### src/hw/rtl/ffd_pkg.sv
// ----------------------------------------------------------------------------
// ffd_pkg
// Types and constants shared by the fixed frame deframer
// ----------------------------------------------------------------------------
package ffd_pkg;

	localparam int unsigned WIN_LEN  = 16;
	localparam int unsigned FILL_W   = 4;
	localparam int unsigned CFG_IDX_W = 8;

	localparam logic [7:0] SYNC_FIRST_RST  = 8'hEB;
	localparam logic [7:0] SYNC_SECOND_RST = 8'h90;
	localparam logic [7:0] TAIL_FIRST_RST  = 8'hAA;
	localparam logic [7:0] TAIL_SECOND_RST = 8'h55;

	typedef enum logic [CFG_IDX_W-1:0] {
		REG_SYNC_FIRST  = 8'd0,
		REG_SYNC_SECOND = 8'd1,
		REG_TAIL_FIRST  = 8'd2,
		REG_TAIL_SECOND = 8'd3
	} reg_idx_t;

	typedef struct packed {
		logic [7:0] rx_byte;
	} rx_item_t;

	typedef struct packed {
		logic signed [31:0] value_one;
		logic signed [31:0] value_two;
		logic signed [31:0] value_three;
		logic [31:0]        frame_count;
	} frame_t;

	typedef struct packed {
		logic [CFG_IDX_W-1:0] index;
		logic [7:0]           wr_data;
	} cfg_wr_t;

endpackage

### src/hw/rtl/ffd_stream_if.sv
// ----------------------------------------------------------------------------
// ffd_stream_if
// Valid/ready channel carrying one payload per transfer
// ----------------------------------------------------------------------------
interface ffd_stream_if #(
	parameter type payload_t = logic
);
	logic     valid;
	logic     ready;
	payload_t data;

	modport source (output valid, output data, input ready);
	modport sink   (input valid, input data, output ready);
endinterface

### src/hw/rtl/fixed_frame_deframer_top.sv
// ----------------------------------------------------------------------------
// fixed_frame_deframer_top
// Finds 16-byte frames in a byte stream and unpacks their three payload words
// ----------------------------------------------------------------------------
// Takes one byte per clock cycle while input ready is high. The window is
// a row of sixteen byte cells that shift on every byte transfer; the header
// and trailer are checked against the new byte and the cells in the same
// cycle, and a matched frame is registered into the result register or the
// skid entry. A result register plus one skid entry let bytes keep flowing
// while the result side stalls; input ready drops only when both are full.
// Configuration writes are always taken, and an index above three is ignored.
module fixed_frame_deframer_top (
	input  logic         clk,
	input  logic         arst_n,
	ffd_stream_if.sink   rx,
	ffd_stream_if.source result,
	ffd_stream_if.sink   cfg
);
	import ffd_pkg::*;

	logic [7:0] sync_first_q;
	logic [7:0] sync_second_q;
	logic [7:0] tail_first_q;
	logic [7:0] tail_second_q;

	logic [FILL_W-1:0] fill_q;
	logic [31:0]       frames_q;
	logic [7:0]        win [WIN_LEN];
	logic              rx_xfer;
	logic              hit;
	logic              can_take;
	rx_item_t          rx_item;
	frame_t            frame;

	assign rx_item  = rx.data;
	assign rx.ready = can_take;
	assign rx_xfer  = rx.valid && can_take;
	assign cfg.ready = 1'b1;

	always_ff @(posedge clk or negedge arst_n) begin
		if (!arst_n) begin
			sync_first_q  <= SYNC_FIRST_RST;
			sync_second_q <= SYNC_SECOND_RST;
			tail_first_q  <= TAIL_FIRST_RST;
			tail_second_q <= TAIL_SECOND_RST;
		end else if (cfg.valid) begin
			case (cfg.data.index)
				REG_SYNC_FIRST:  sync_first_q  <= cfg.data.wr_data;
				REG_SYNC_SECOND: sync_second_q <= cfg.data.wr_data;
				REG_TAIL_FIRST:  tail_first_q  <= cfg.data.wr_data;
				REG_TAIL_SECOND: tail_second_q <= cfg.data.wr_data;
				default: ;
			endcase
		end
	end

	// when the last frame byte arrives, cell i holds frame offset i-1
	for (genvar i = 0; i < WIN_LEN; i++) begin : g_cell
		logic [7:0] d_in;
		if (i == WIN_LEN - 1) begin : g_last
			assign d_in = rx_item.rx_byte;
		end else begin : g_mid
			assign d_in = win[i+1];
		end
		ffd_cell u_cell (
			.clk    (clk),
			.arst_n (arst_n),
			.shift  (rx_xfer),
			.d_in   (d_in),
			.q      (win[i])
		);
	end

	assign hit = (fill_q == FILL_W'(WIN_LEN - 1))
		&& (win[1] == sync_first_q)
		&& (win[2] == sync_second_q)
		&& (win[WIN_LEN-1] == tail_first_q)
		&& (rx_item.rx_byte == tail_second_q);

	always_ff @(posedge clk or negedge arst_n) begin
		if (!arst_n) begin
			fill_q   <= '0;
			frames_q <= '0;
		end else if (rx_xfer) begin
			if (fill_q != FILL_W'(WIN_LEN - 1)) begin
				fill_q <= fill_q + 1'b1;
			end else if (hit) begin
				fill_q   <= '0;
				frames_q <= frames_q + 32'd1;
			end
		end
	end

	assign frame.value_one   = {win[6], win[5], win[4], win[3]};
	assign frame.value_two   = {win[10], win[9], win[8], win[7]};
	assign frame.value_three = {win[14], win[13], win[12], win[11]};
	assign frame.frame_count = frames_q + 32'd1;

	ffd_out_buf u_out_buf (
		.clk       (clk),
		.arst_n    (arst_n),
		.push      (rx_xfer && hit),
		.push_data (frame),
		.can_take  (can_take),
		.result    (result)
	);
endmodule

### src/hw/rtl/ffd_cell.sv
// ----------------------------------------------------------------------------
// ffd_cell
// One byte of the receive window, loads from its neighbor or the new byte on each shift
// ----------------------------------------------------------------------------
module ffd_cell (
	input  logic       clk,
	input  logic       arst_n,
	input  logic       shift,
	input  logic [7:0] d_in,
	output logic [7:0] q
);
	logic [7:0] byte_q;

	always_ff @(posedge clk or negedge arst_n) begin
		if (!arst_n) begin
			byte_q <= '0;
		end else if (shift) begin
			byte_q <= d_in;
		end
	end

	assign q = byte_q;
endmodule

### src/hw/rtl/ffd_out_buf.sv
// ----------------------------------------------------------------------------
// ffd_out_buf
// Result register with a skid entry so the window keeps shifting on stalls
// ----------------------------------------------------------------------------
module ffd_out_buf (
	input  logic                clk,
	input  logic                arst_n,
	input  logic                push,
	input  ffd_pkg::frame_t     push_data,
	output logic                can_take,
	ffd_stream_if.source        result
);
	import ffd_pkg::*;

	logic   out_valid_q;
	frame_t out_q;
	logic   skid_valid_q;
	frame_t skid_q;

	always_ff @(posedge clk or negedge arst_n) begin
		if (!arst_n) begin
			out_valid_q  <= 1'b0;
			skid_valid_q <= 1'b0;
		end else if (!out_valid_q || result.ready) begin
			if (skid_valid_q) begin
				out_valid_q  <= 1'b1;
				skid_valid_q <= 1'b0;
			end else begin
				out_valid_q <= push;
			end
		end else if (push) begin
			skid_valid_q <= 1'b1;
		end
	end

	always_ff @(posedge clk) begin
		if (!out_valid_q || result.ready) begin
			out_q <= skid_valid_q ? skid_q : push_data;
		end else if (push) begin
			skid_q <= push_data;
		end
	end

	assign can_take     = !skid_valid_q;
	assign result.valid = out_valid_q;
	assign result.data  = out_q;
endmodule

### src/flat_wrapper.sv
// flat-port wrapper written by rule: the top's interface ports become plain ports
module fixed_frame_deframer_top_flat import ffd_pkg::*;
  (clk, arst_n, rx_valid, rx_data, rx_ready, result_valid, result_data, result_ready, cfg_valid, cfg_data, cfg_ready);
  ffd_stream_if #(.payload_t(rx_item_t)) rx_i ();
  ffd_stream_if #(.payload_t(frame_t)) result_i ();
  ffd_stream_if #(.payload_t(cfg_wr_t)) cfg_i ();
  input  logic clk;
  input  logic arst_n;
  input wire logic [$bits(rx_i.valid)-1:0] rx_valid;
  input wire logic [$bits(rx_i.data)-1:0] rx_data;
  output wire logic [$bits(rx_i.ready)-1:0] rx_ready;
  output wire logic [$bits(result_i.valid)-1:0] result_valid;
  output wire logic [$bits(result_i.data)-1:0] result_data;
  input wire logic [$bits(result_i.ready)-1:0] result_ready;
  input wire logic [$bits(cfg_i.valid)-1:0] cfg_valid;
  input wire logic [$bits(cfg_i.data)-1:0] cfg_data;
  output wire logic [$bits(cfg_i.ready)-1:0] cfg_ready;
  assign rx_i.valid = rx_valid;
  assign rx_i.data = rx_data;
  assign rx_ready = rx_i.ready;
  assign result_valid = result_i.valid;
  assign result_data = result_i.data;
  assign result_i.ready = result_ready;
  assign cfg_i.valid = cfg_valid;
  assign cfg_i.data = cfg_data;
  assign cfg_ready = cfg_i.ready;
  fixed_frame_deframer_top u_core (.clk(clk), .arst_n(arst_n), .rx(rx_i), .result(result_i), .cfg(cfg_i));
endmodule
### config.mk
export PLATFORM = sky130hd
export DESIGN_NAME = fixed_frame_deframer_top_flat
export DESIGN_NICKNAME = d
export VERILOG_FILES = /design/src/hw/rtl/ffd_pkg.sv /design/src/hw/rtl/ffd_stream_if.sv /design/src/hw/rtl/fixed_frame_deframer_top.sv /design/src/hw/rtl/ffd_cell.sv /design/src/hw/rtl/ffd_out_buf.sv /design/src/flat_wrapper.sv
export SDC_FILE = /design/constraint.sdc
export NUM_CORES = 1
export LEC_CHECK = 0
export BUFFER_PORTS_ARGS = -buffer_cell sky130_fd_sc_hd__buf_2
export CORE_ASPECT_RATIO = 1.4
export CORE_MARGIN = 10
export CORE_UTILIZATION = 53
export CTS_CLUSTER_SIZE = 30
export DETAILED_ROUTE_END_ITERATION = 10
export PLACE_DENSITY_LB_ADDON = 0.15
export SLEW_MARGIN = 20
export SYNTH_ARGS = -nofsm -noshare
export SYNTH_HDL_FRONTEND = slang
export SYNTH_HIERARCHICAL = 1
export SYNTH_SLANG_ARGS = --single-unit
### constraint.sdc
create_clock -name clk -period 30 [get_ports clk]
set_input_delay 6 -clock clk [delete_from_list [all_inputs] [get_ports clk]]
set_output_delay 6 -clock clk [all_outputs]
set_load 0.03 [all_outputs]
== Yosys cells after proc, flatten, opt, wreduce, memory -nomap -nowiden ==
Index checks and enable logic that the tools add are counted.
Widths: inputs -> output; s select.
Storage, ports and cells
  register bits after elaboration: 446
  bits in latches: 0
  bits in writable memories: 0
  bits in read-only memories: 0
  bits of input ports: 29
  output and inout bits: 131
  memories: 0
Operators by class
  $add $sub $neg: 2
  $mul: 0
  div/mod/pow operators: 0
  order comparisons: 0
  equality and inequality tests: 9
  shifts and indexed selects: 0
  muxes and demuxes: 6
  bitwise logic cells: 2
  reductions and logical operators: 19
Operator list (number)
  $mux 128: 1
  $add 32x1->32 const B: 1
  $eq 8x8->1: 4
  $eq 8x2->1 const B: 2
  $reduce_and 2->1: 6
  $eq 8x1->1 const B: 1
  $logic_not 8->1: 1
  $mux 4: 2
  $logic_and 1x1->1: 6
  $add 4x1->4 const B: 1
  $eq 4x4->1 const B: 1
  $ne 4x4->1 const B: 1
  $reduce_bool 2->1: 2
  $mux 1: 3
  $reduce_and 3->1: 1
  $logic_not 1->1: 2
  $not 1->1: 2
  $logic_or 1x1->1: 1

== Longest topological paths before layout ==
Gate-level depths: netlist (run 1).
  depth after elaboration: 8
  gate-level depth with buffers: 9
  depth with buffers taken out: 7

== Modules after synthesis ==
Netlist (run 1), hierarchy kept.
Modules (own cells, without submodules)
  ffd_out_buf: instances 1, cells each 407, area an instance 9342.7 um2
  ffd_cell: instances 15, cells each 17, area an instance 331.6 um2
  fixed_frame_deframer_top: instances 1, cells each 350, area an instance 3868.7 um2

== Worst setup path after synthesis (run 1) ==
No wires, ideal clock.
  path type: input to register
  from: in result_ready
  to: reg u_core/u_out_buf/skid_q[0] in the netlist's numbering (enable)
  library setup time: 1.270 ns
  arrival time: 15.060 ns
  required time: 28.730 ns
  slack: 13.670 ns
  stages on the path: 2
  buffers on the path: 0
  path through: nand2b_1 nor2_1
On the way
  word-level cells in the longest chain between the ends: 3
Ends and longest elaborated chain
  start, declared: RTL line flat_wrapper.sv:14  | input wire logic [$bits(result_i.ready)-1:0] result_ready;
  $logic_or 1x1->1: RTL line ffd_out_buf.sv:37  | if (!out_valid_q || result.ready) begin
  $not 1->1 (no line)
  $reduce_and 2->1 (no line)
  end signal, assigned: RTL line ffd_out_buf.sv:40  | skid_q <= push_data;
  end, declared: RTL line ffd_out_buf.sv:18  | frame_t skid_q;
Every way passes these cells.
A chain may end at the register's enable or synchronous reset.

== Worst setup path in the final report (run 1) ==
  from: in rx_valid
  to: reg u_core/u_out_buf/skid_q[13] in the netlist's numbering (enable)
On the way
  word-level cells in the longest chain between the ends: 3
Ends and longest elaborated chain
  start, declared: RTL line flat_wrapper.sv:9  | input wire logic [$bits(rx_i.valid)-1:0] rx_valid;
  $logic_and 1x1->1: RTL line fixed_frame_deframer_top.sv:37  | assign rx_xfer = rx.valid && can_take;
  via u_core.rx_xfer: RTL line fixed_frame_deframer_top.sv:29  | logic rx_xfer;
  $logic_and 1x1->1: RTL line fixed_frame_deframer_top.sv:102  | .push (rx_xfer && hit),
  $reduce_and 2->1 (no line)
The timed path passes the listed nets, and every way through them passes these cells.

==> results of run 1 <==
[critical path: cells and delay by family]
| kind | cells | cell delay (ps) |
|---|---|---|
| and+or+nand+nor | 4 | 790 |
| buffers and inverters | 5 | 2420 |
[Yosys cell counts (3+ instances only)]
cell type | number | area (sq um)
and2_1 | 3 | 18.8
and3_1 | 4 | 25.0
buf_1 | 3 | 11.3
buf_2 | 5 | 25.0
buf_6 | 27 | 304
clkbuf_1 | 4 | 15.0
dfrtp_1 | 174 | 4350
dfstp_2 | 16 | 420
edfxtp_1 | 256 | 7690
inv_1 | 9 | 33.8
mux2_2 | 162 | 1820
mux2_4 | 120 | 1800
nand2_1 | 16 | 60.1
nand3_1 | 13 | 65.1
nand4_1 | 19 | 119
nor2_1 | 9 | 33.8
nor3_1 | 3 | 15.0
nor4_1 | 45 | 282
nor4_2 | 3 | 37.5
o21ai_0 | 4 | 20.0
xnor2_1 | 28 | 245
xor2_1 | 65 | 569
[state kept, by name, summed over array words and instances, names as in the netlist]
register                       flops
u_core/u_out_buf/result.data     128
u_core/fill_q                      4
u_core/g_cell.u_cell/q           120
u_core/sync_second_q               8
u_core/u_out_buf/skid_q          128
u_core/tail_second_q               8
u_core/u_out_buf/result.valid      1
u_core/u_out_buf/skid_valid_q      1
u_core/frames_q                   32
u_core/tail_first_q                8
u_core/sync_first_q                8
[final timing paths]
kind | startpoint | to | slack [ps] | cells past startpoint
max | rx_valid | u_core/u_out_buf/skid_q[13]$_DFFE_PP_ | 20820 | 9
min | u_core/frames_q[31]$_DFFE_PN0P_ | u_core/frames_q[31]$_DFFE_PN0P_ | 490 | 1
max reg2reg | u_core/u_out_buf/skid_valid_q$_DFFE_PN0P_ | u_core/u_out_buf/skid_q[13]$_DFFE_PP_ | 25350 | 9
min reg2reg | u_core/frames_q[31]$_DFFE_PN0P_ | u_core/frames_q[31]$_DFFE_PN0P_ | 490 | 1
max in group asynchronous | arst_n | u_core/u_out_buf/skid_valid_q$_DFFE_PN0P_ | 22720 | 2
min in group asynchronous | arst_n | u_core/g_cell[13].u_cell/q[1]$_DFFE_PN0P_ | 5590 | 1
[cells by family (layout without fill, tap and decap cells)]
logic type               Yosys count  in the layout  share of synthesized area
flip-flops                       446            446                      0.685
multiplexers                     283            283                      0.200
AND/OR/NAND/NOR                  129            129                     0.0435
XOR/XNOR                          93             93                     0.0448
buffers and inverters             50            249                     0.0222
AO/OA/AOI/OAI                      8              8                    0.00268
adder cells (fa/ha/maj)            2              2                    0.00138
other                              1              1                   0.000206
[stage by stage]
stage / setup WS, ps / hold slack [ps] / power, W
floorplan: 13670 / 462 / 0.00113
global placement: 20370 / 477 / 0.00126
detailed placement: 20340 / 483 / 0.00126
CTS: 20890 / 492 / 0.00177
global route: 20610 / 515 / 0.00182
finish: 20820 / 489 / 0.00175
[cells in the final DEF, fill, tap and decap left out, drive strengths merged, types with 16 or more instances in the layout]
| cell type | instances |
|---|---|
| mux2 | 282 |
| edfxtp | 256 |
| dfrtp | 174 |
| buf | 166 |
| xor2 | 65 |
| clkbuf | 61 |
| nor4 | 49 |
| xnor2 | 28 |
| nand4 | 19 |
| nand2 | 16 |
| dfstp | 16 |
[per-layer routing]
| layer | vias up | GRT usage | wire (um) |
|---|---|---|---|
| met4 | 0 | 0.0761 | 1470 |
| met3 | 74 | 0.0304 | 1490 |
| met2 | 228 | 0.278 | 17900 |
| met1 | 4592 | 0.208 | 14600 |
| met5 | - | 0 | 0 |
| li1 | 4131 | - | - |
[area by class of cell]
| cell class | instances | share of cell area |
|---|---|---|
| Clock buffer | 60 | 0.0558 |
| Multi-Input combinational cell | 516 | 0.259 |
| Inverter | 9 | 0.00189 |
| Clock inverter | 13 | 0.00706 |
| Timing Repair Buffer | 167 | 0.0423 |
| Tap cell | 451 | 0.0274 |
| Sequential cell | 446 | 0.606 |
[report_power, final]
part	internal, W	switching, W
Clock	0.000291	0.000214
Combinational	0.000164	0.000195
Sequential	0.000792	0.0000928
Total	0.00125	0.000501
==> results_dict.tcl, run 1 <==
set metrics [dict create \
    cts_hold_buf 0 \
    track_usage 0.167 \
    nets 1212 \
    final_cell_area_sq_um 20600 \
    min_period_ps 9180 \
    diodes 0 \
    cts_resized 0 \
    clock_latency_ps 530 \
    synth_edf_count 256 \
    vias_per_cell 5.43 \
    clk_pin_slew_worst_paths_ps 60 \
    min_path_type "register to register" \
    dpl.hpwl_um 22900 \
    drt_iter0_markers 438 \
    vias 9025 \
    crit_slowest_cell "buf_4" \
    cts_tree "done" \
    fin_tns_setup_ps 0 \
    multi_input_area_sq_um 5330 \
    fin_util 0.604 \
    cts_root_buf "clkbuf_16" \
    finalCritPeriodShare 0.306 \
    slew_headroom 0.296 \
    drive_above_1_share 0.441 \
    clock_skew_ps 12.0 \
    io_buffers 158 \
    grt_max_degree 116 \
    ys_types 40 \
    die_y_um 239 \
    rows 80 \
    hold_violations 0 \
    dr.pass1.iters 5 \
    finalSetupViolations 0 \
    nFillCells 2602 \
    fp.coreArea_sq_um 34000 \
    crit_fanout 71 \
    netlist_area_sq_um 18200 \
    synth_flop_cell "edfxtp_1" \
    postCtsSetupBuffers 0 \
    max_slew.worst_pin.slew_ps 1050 \
    cts_buffers 41 \
    final_cells 1662 \
    power_leakage_nw 8.78 \
    status "complete, no violations" \
    vdd_drop_max_uv 51.5 \
    grt_pass1_wl_um 55100 \
    synthArstFlopShare 0.426 \
    worstSetupEndpointType "register" \
    start_util 0.534 \
    ioPinCount 160 \
    antenna_found_initial 0 \
    antenna_left 0 \
    postPlaceCellArea_sq_um 19300 \
    cts_buffer_depth 3 \
    path_cells "buf_2, nand2_1, inv_6, nand3_1, nor3_1, inv_1, nor2_4, buf_4, buf_4" \
    drcViolationCount 0 \
    fmax_mhz 109 \
    arrival_ps 9330 \
    drv_slew 0 \
    grt-ovfl-total 0 \
    grt_pass1_vias 9400 \
    dieArea_sq_um 42200 \
    gp_congestion 0.886 \
    die_w_um 177 \
    avgRoutedWirePerCell_um 21.3 \
    crit_path_frequent_cell "buf_4" \
    cap_violations 0 \
    power.density_nw_per_um2 85.1 \
    synth_warnings 6 \
    critPathLaunchType "input port" \
    ys_ff_latch 446 \
    path_class "input port to register" \
    ys_seq_area_frac 0.685 \
    synth_cells 1012 \
    cp_data_required_time_ps 30160 \
    syn_area_per_cell_sq_um 18.0 \
    synth_fp_nets 1043 \
    area.growth.synth_to_final_pct 13.1 \
    crit_path_max_incr_delay_ps 810 \
    layout.area.seq_sq_um 12500 \
    h-tree-depth 2 \
    dp_cells 1589 \
    rsz0062_at_grt "false" \
    drt_wl_total_um 35500 \
    cts_sinks 446 \
]
(Power assumes the default switching activity.)
==> inputs of run 2 (changes only) <==
--- a/config.mk
+++ b/config.mk
@@ -5,6 +5,7 @@
 export SDC_FILE = /design/constraint.sdc
 export NUM_CORES = 1
 export LEC_CHECK = 0
+export ABC_AREA = 1
 export BUFFER_PORTS_ARGS = -buffer_cell sky130_fd_sc_hd__buf_2
 export CORE_ASPECT_RATIO = 1.4
 export CORE_MARGIN = 10
==> constraint.sdc (replaced) <==
create_clock -name clk -period 9 [get_ports clk]
set_input_delay 1.8 -clock clk [delete_from_list [all_inputs] [get_ports clk]]
set_output_delay 1.8 -clock clk [all_outputs]
set_load 0.03 [all_outputs]
==> run 2 against run 1 <==
Effect of this change:
- critical path depth is 4 higher
- area after synthesis is 1.2% lower
- global-route usage is 1.6 points higher
- flip-flop and latch count stayed put
- sequential share of layout area is 0.46 points higher
- power grew to 2.7 times the previous value
- count of clock-buffer cells in the layout is 8 lower
- die area is 1.1% lower
- combinational power is 28% higher
- cell count is 44% higher
==> results_dict.tcl, run 2 <==
set metrics [dict create \
    cp_data_required_time_ps 9170 \
    h-tree-depth 2 \
    drive_above_1_share 0.143 \
    fp.coreArea_sq_um 33400 \
    pwr-share-comb 0.098 \
    track_usage 0.183 \
    p_int_w 0.00351 \
    vias 11700 \
    power_frac_seq 0.526 \
    final_cell_area_sq_um 20400 \
    antenna_left 0 \
    cts_tree "done" \
    vdd_drop_max_uv 130 \
    io_buffers 158 \
    die_w_um 176 \
    diodes 0 \
    max_slew.worst_pin.slew_ps 968 \
    fin_util 0.611 \
    nets 1941 \
    postPlaceCellArea_sq_um 19000 \
    final_common_cell "nand2_1" \
    drt_wl_total_um 38200 \
    drt_iter0_markers 940 \
    die_y_um 238 \
    power_leakage_nw 9.92 \
    fmax_mhz 248 \
    dr.pass1.iters 5 \
    ioPinCount 160 \
    grt-ovfl-total 0 \
    ys_ff_latch 446 \
    path_class "input port to register" \
    cts_buffers 41 \
    layout.area.seq_sq_um 12500 \
    rsz0062_at_grt "false" \
    min_path_type "register to register" \
    synth_top_area_frac 0.428 \
    finalPower_w 0.00470 \
    ys_seq_area_frac 0.693 \
    synth_fp_nets 1788 \
    dieArea_sq_um 41800 \
    cts_sinks 446 \
    synth_common_cells "nand2_1, edfxtp_1, dfrtp_1" \
    rows 79 \
    synth_warnings 6 \
    synth_flop_cell "edfxtp_1" \
    hold_violations 0 \
    power.density_nw_per_um2 230 \
    clock_skew_ps 14.8 \
    mostFrequentLayoutCells "nand2_1, edfxtp_1, dfrtp_1, buf_2, inv_1" \
    gp_congestion 0.871 \
    postCtsSetupBuffers 0 \
    slew_headroom 0.355 \
    cts_resized 0 \
    multi_input_area_sq_um 4800 \
    cts_hold_buf 0 \
    arrival_ps 4200 \
    grt_pass1_vias 11400 \
    area.growth.synth_to_final_pct 13.6 \
    grt_max_degree 129 \
    cap_violations 0 \
    vias_per_cell 4.91 \
    worstSetupEndpointType "register" \
    dpl.hpwl_um 24500 \
    place_ws_ps 4430 \
    synth_edf_count 256 \
    grt_pass1_wl_um 62100 \
    synthArstFlopShare 0.426 \
    netlist_top_cells_area "edfxtp_1, dfrtp_1, nand2_1" \
    cts_root_buf "clkbuf_16" \
    fin_tns_setup_ps 0 \
    min_period_ps 4030 \
    avgRoutedWirePerCell_um 16.0 \
    yosysTopAreaCell "edfxtp_1" \
    netlist_area_sq_um 18000 \
    cts_buffer_depth 3 \
    crit_fanout 128 \
    synth_cells 1757 \
    hold_start "u_core/g_cell[1].u_cell/q[0]$_DFFE_PN0P_" \
    finalSetupViolations 0 \
    r2r_start "u_core/u_out_buf/skid_valid_q$_DFFE_PN0P_" \
    clock_latency_ps 550 \
    ys_types 30 \
    yosysMostFrequentCell "nand2_1" \
    pwr-share-clk 0.376 \
    drcViolationCount 0 \
    status "complete, no violations" \
    nFillCells 2877 \
    p_sw_frac 0.255 \
    finalCritPeriodShare 0.448 \
    antenna_found_initial 0 \
    timing.final.ws_setup_ps 4970 \
    drv_slew 0 \
    start_util 0.538 \
    crit_path_start "rx_valid" \
    syn_area_per_cell_sq_um 10.2 \
    critPathLaunchType "input port" \
    clk_pin_slew_worst_paths_ps 60 \
    p_sw_w 0.00120 \
]
-- run 2: changes by cell type after synthesis, sizes merged, moves of 13 or more --
cell | before | now
mux2 | 282 | 0
xor2 | 65 | 29
o21ai | 4 | 37
nand2 | 16 | 985
nor4 | 49 | 0
nor2 | 9 | 53
nand4 | 19 | 6
nor3 | 3 | 16
inv | 9 | 93
-- run 2: final timing paths --
check	endpoint	slack, ps	cells past startpoint
setup reg to reg	u_core/u_out_buf/skid_q[99]$_DFFE_PP_	5250	13
max in group asynchronous	u_core/g_cell[4].u_cell/q[7]$_DFFE_PN0P_	6020	2
hold / removal	u_core/g_cell[1].u_cell/q[0]$_DFFE_PN0P_	470	2
setup / recovery	u_core/u_out_buf/skid_q[99]$_DFFE_PP_	4970	13
hold reg to reg	u_core/g_cell[1].u_cell/q[0]$_DFFE_PN0P_	470	2
min in group asynchronous	u_core/frames_q[15]$_DFFE_PN0P_	1370	1
-- run 2: per-layer routing --
layer,part of all wire,GRT usage,up-vias
met4,0.027,0.0587,0
met5,0,0,-
li1,-,-,5848
met2,0.49,0.300,280
met1,0.43,0.242,5529
met3,0.057,0.0367,66
-- run 2: kinds of logic after synthesis --
logic type	after synthesis	synth area share
compound gates	40	0.0115
xor+xnor	45	0.0219
fa+ha+maj	2	0.00139
buf+inv	148	0.0406
flops	446	0.693
other cells	1	0.000209
simple gates	1075	0.231
-- run 2: final cells by class --
type,instances,share of cell area
tap,445,0.0273
inverter,93,0.0173
sequential,446,0.611
multi-input combinational,1163,0.235
clock inverter,23,0.0124
clock buffer,52,0.0543
timing repair buffer,165,0.0427
-- run 2: per-stage QoR --
stage	hold WS, ps	std cells
final	472	2387
after global routing	500	2387
after CTS	477	2387
after detailed placement	463	2312
after global placement	458	2312
after floorplan	442	1757
-- run 2: power groups by stage --
stage	combinational, W	sequential (W)	clock [W]
2_1_floorplan	0.000183	0.00262	0
4_1_cts	0.000469	0.00248	0.00181
3_5_place_dp	0.000465	0.00251	0
3_3_place_gp	0.000458	0.00251	0
5_1_grt	0.000513	0.00249	0.00189
6_report	0.000460	0.00247	0.00177
-- run 2: critical path, stage by stage --
cell and delay [ps]:
buf_2 70, nand2_1 90, nor2_1 140, nand2_1 60, nor2_1 110, nand2_1 60, nor2_1 130, nand3_2 80
buf_4 270, inv_2 450, inv_1 150, nor2_4 130, buf_12 490
==> inputs of run 3 (changes only) <==
==> constraint.sdc (replaced) <==
create_clock -name clk -period 3.45 [get_ports clk]
set_input_delay 0.69 -clock clk [delete_from_list [all_inputs] [get_ports clk]]
set_output_delay 0.69 -clock clk [all_outputs]
set_load 0.03 [all_outputs]
==> run 3 against run 2 <==
Effect of this change:
- routed wire length grew 0.56%
- power grew to 2.6 times the previous value
- register-to-register slack lost 4400 ps
- highest routed layer unchanged
- count of clock-buffer cells in the layout up 2
- flip-flop and latch count unchanged
- final area is 0.80% higher
- sequential share of layout area shrank 0.49 points
- critical endpoint is now rx_ready
- setup slack worse by 4400 ps
- non-clock buffer count is 8 higher
- clock power rose to 2.6 times the previous value
- via count rose by 0.96%
- cell count is 0.38% higher
==> results_dict.tcl, run 3 (synthesis results as in run 2) <==
set metrics [dict create \
    place_ws_ps 693 \
    dr.pass1.iters 5 \
    critPathLaunchType "register" \
    cts_tree "done" \
    mostFrequentLayoutCells "nand2_1, edfxtp_1, dfrtp_1, buf_2, inv_1" \
    die_w_um 176 \
    r2r_start "u_core/u_out_buf/skid_valid_q$_DFFE_PN0P_" \
    fin_util 0.616 \
    h-tree-depth 2 \
    antenna_left 0 \
    cp_num_buf_inv 3 \
    worstSetupEndpointType "output pin" \
    finalSetupViolations 0 \
    area.growth.synth_to_final_pct 14.5 \
    rsz0062_at_grt "false" \
    grt_pass1_wl_um 62200 \
    hold_violations 0 \
    path_cells "inv_4, buf_4, buf_2" \
    clock_skew_ps 12.6 \
    finalCritPeriodShare 0.825 \
    final_common_cell "nand2_1" \
    fp.coreArea_sq_um 33400 \
    grt-ovfl-total 0 \
    path_delay_family "buffers and inverters" \
    timing.rr.end "u_core/u_out_buf/skid_q[50]$_DFFE_PP_" \
    vias_per_cell 4.94 \
    drt_wl_total_um 38400 \
    arrival_ps 2160 \
    min_path_type "input port to async pin" \
    clock_latency_ps 550 \
    dieArea_sq_um 41800 \
    cts_resized 0 \
    grt_pass1_vias 11600 \
    antenna_found_initial 0 \
    regToRegSetupSlack_ps 830 \
    max_slew.worst_pin.slew_ps 829 \
    gp_congestion 0.889 \
    vdd_drop_max_uv 437 \
    worst-r2r-cell-count 12 \
    crit_slowest_cell "dfrtp_4" \
    fin_tns_setup_ps 0 \
    cts_root_buf "clkbuf_16" \
    power.density_nw_per_um2 594 \
    dp_cells 2320 \
    postCtsSetupBuffers 0 \
    diodes 0 \
    cts_sinks 446 \
    drt_iter0_markers 762 \
    drcViolationCount 0 \
    ioPinCount 160 \
    start_util 0.538 \
    track_usage 0.183 \
    crit_path_max_incr_delay_ps 600 \
    crit_path_start "u_core/u_out_buf/skid_valid_q$_DFFE_PN0P_" \
    rows 79 \
    cts_buffers 41 \
    avgRoutedWirePerCell_um 16.0 \
    cp_data_required_time_ps 2760 \
    dpl.hpwl_um 26000 \
    io_buffers 158 \
    fmax_mhz 351 \
    die_y_um 238 \
    final_cell_area_sq_um 20600 \
    grt_max_degree 131 \
    crit_fanout 58 \
    nets 1949 \
    power_leakage_nw 9.98 \
    postPlaceCellArea_sq_um 19200 \
    cts_buffer_depth 3 \
    slew_headroom 0.447 \
    cap_violations 0 \
    status "complete, no violations" \
    drive_above_1_share 0.148 \
    timing.final.ws_setup_ps 604 \
    path_class "register to output pin" \
    drv_slew 0 \
    min_period_ps 2850 \
    clk_pin_slew_worst_paths_ps 60 \
    vias 11800 \
    final_cells 2396 \
    cts_hold_buf 0 \
]
run 3: cell count changes in the layout (fill, tap and decap cells not counted), moves of 2 or more:
cell        previous run  this run
clkbuf_8               5         3
inv_4                  2         4
clkinvlp_4             0         2
buf_4                  4         6
nand2_1              984       982
clkbuf_1               7         9
clkbuf_16             41        43
nand2_4                0         2
buf_12                 1         8
inv_6                  4         1
inv_1                 75        73
run 3: cell type report:
cell class                      count  area [sq um]
Sequential cell                   446         12500
Tap cell                          445           557
Timing Repair Buffer              173          1020
Clock buffer                       54          1140
Multi-Input combinational cell   1163          4820
Fill cell                        2826         12800
Inverter                           93           360
Clock inverter                     22           214
run 3: through the flow:
| step | hold WS (ps) | power, W |
|---|---|---|
| 2_1_floorplan | 394 | 0.00730 |
| 3_3_place_gp | 458 | 0.00776 |
| 3_5_place_dp | 461 | 0.00780 |
| 4_1_cts | 75.1 | 0.0123 |
| 5_1_grt | 88.5 | 0.0127 |
| 6_report | 80.3 | 0.0122 |
run 3: report_power, final:
| part | leakage (nW) | switching (W) | internal (W) |
|---|---|---|---|
| logic | 4.06 | 0.000846 | 0.000361 |
| clock network | 0.665 | 0.00191 | 0.00263 |
| registers | 5.25 | 0.000330 | 0.00613 |
| total | 9.98 | 0.00309 | 0.00912 |
run 3: per-layer routing:
layer,track usage,up-vias,share of wire
met5,0,-,0
li1,-,5868,-
met3,0.0329,63,0.050
met1,0.243,5617,0.44
met4,0.0610,0,0.025
met2,0.301,287,0.49
run 3: how the worst max path moves through the flow:
stage	slack (ps)	to	cells after the start
after global placement	760	u_core/u_out_buf/skid_q[39]$_DFFE_PP_	12
final	600	rx_ready	3
after floorplan	-300	u_core/u_out_buf/skid_q[0]$_DFFE_PP_	12
after detailed placement	690	u_core/u_out_buf/skid_q[39]$_DFFE_PP_	12
after CTS	560	rx_ready	3
after global routing	500	rx_ready	3
run 3: worst reg2reg max path, cell delays in order, from the launching register on:
cell and delay [ps]:
dfrtp_4 600, inv_4 120, nand2_4 60, nor2_1 80, nand2_1 60, nor2_1 100
nand2_1 60, nor2_1 130, nand3_2 90, inv_2 80, inv_4 30, nor2_4 550
buf_4 350
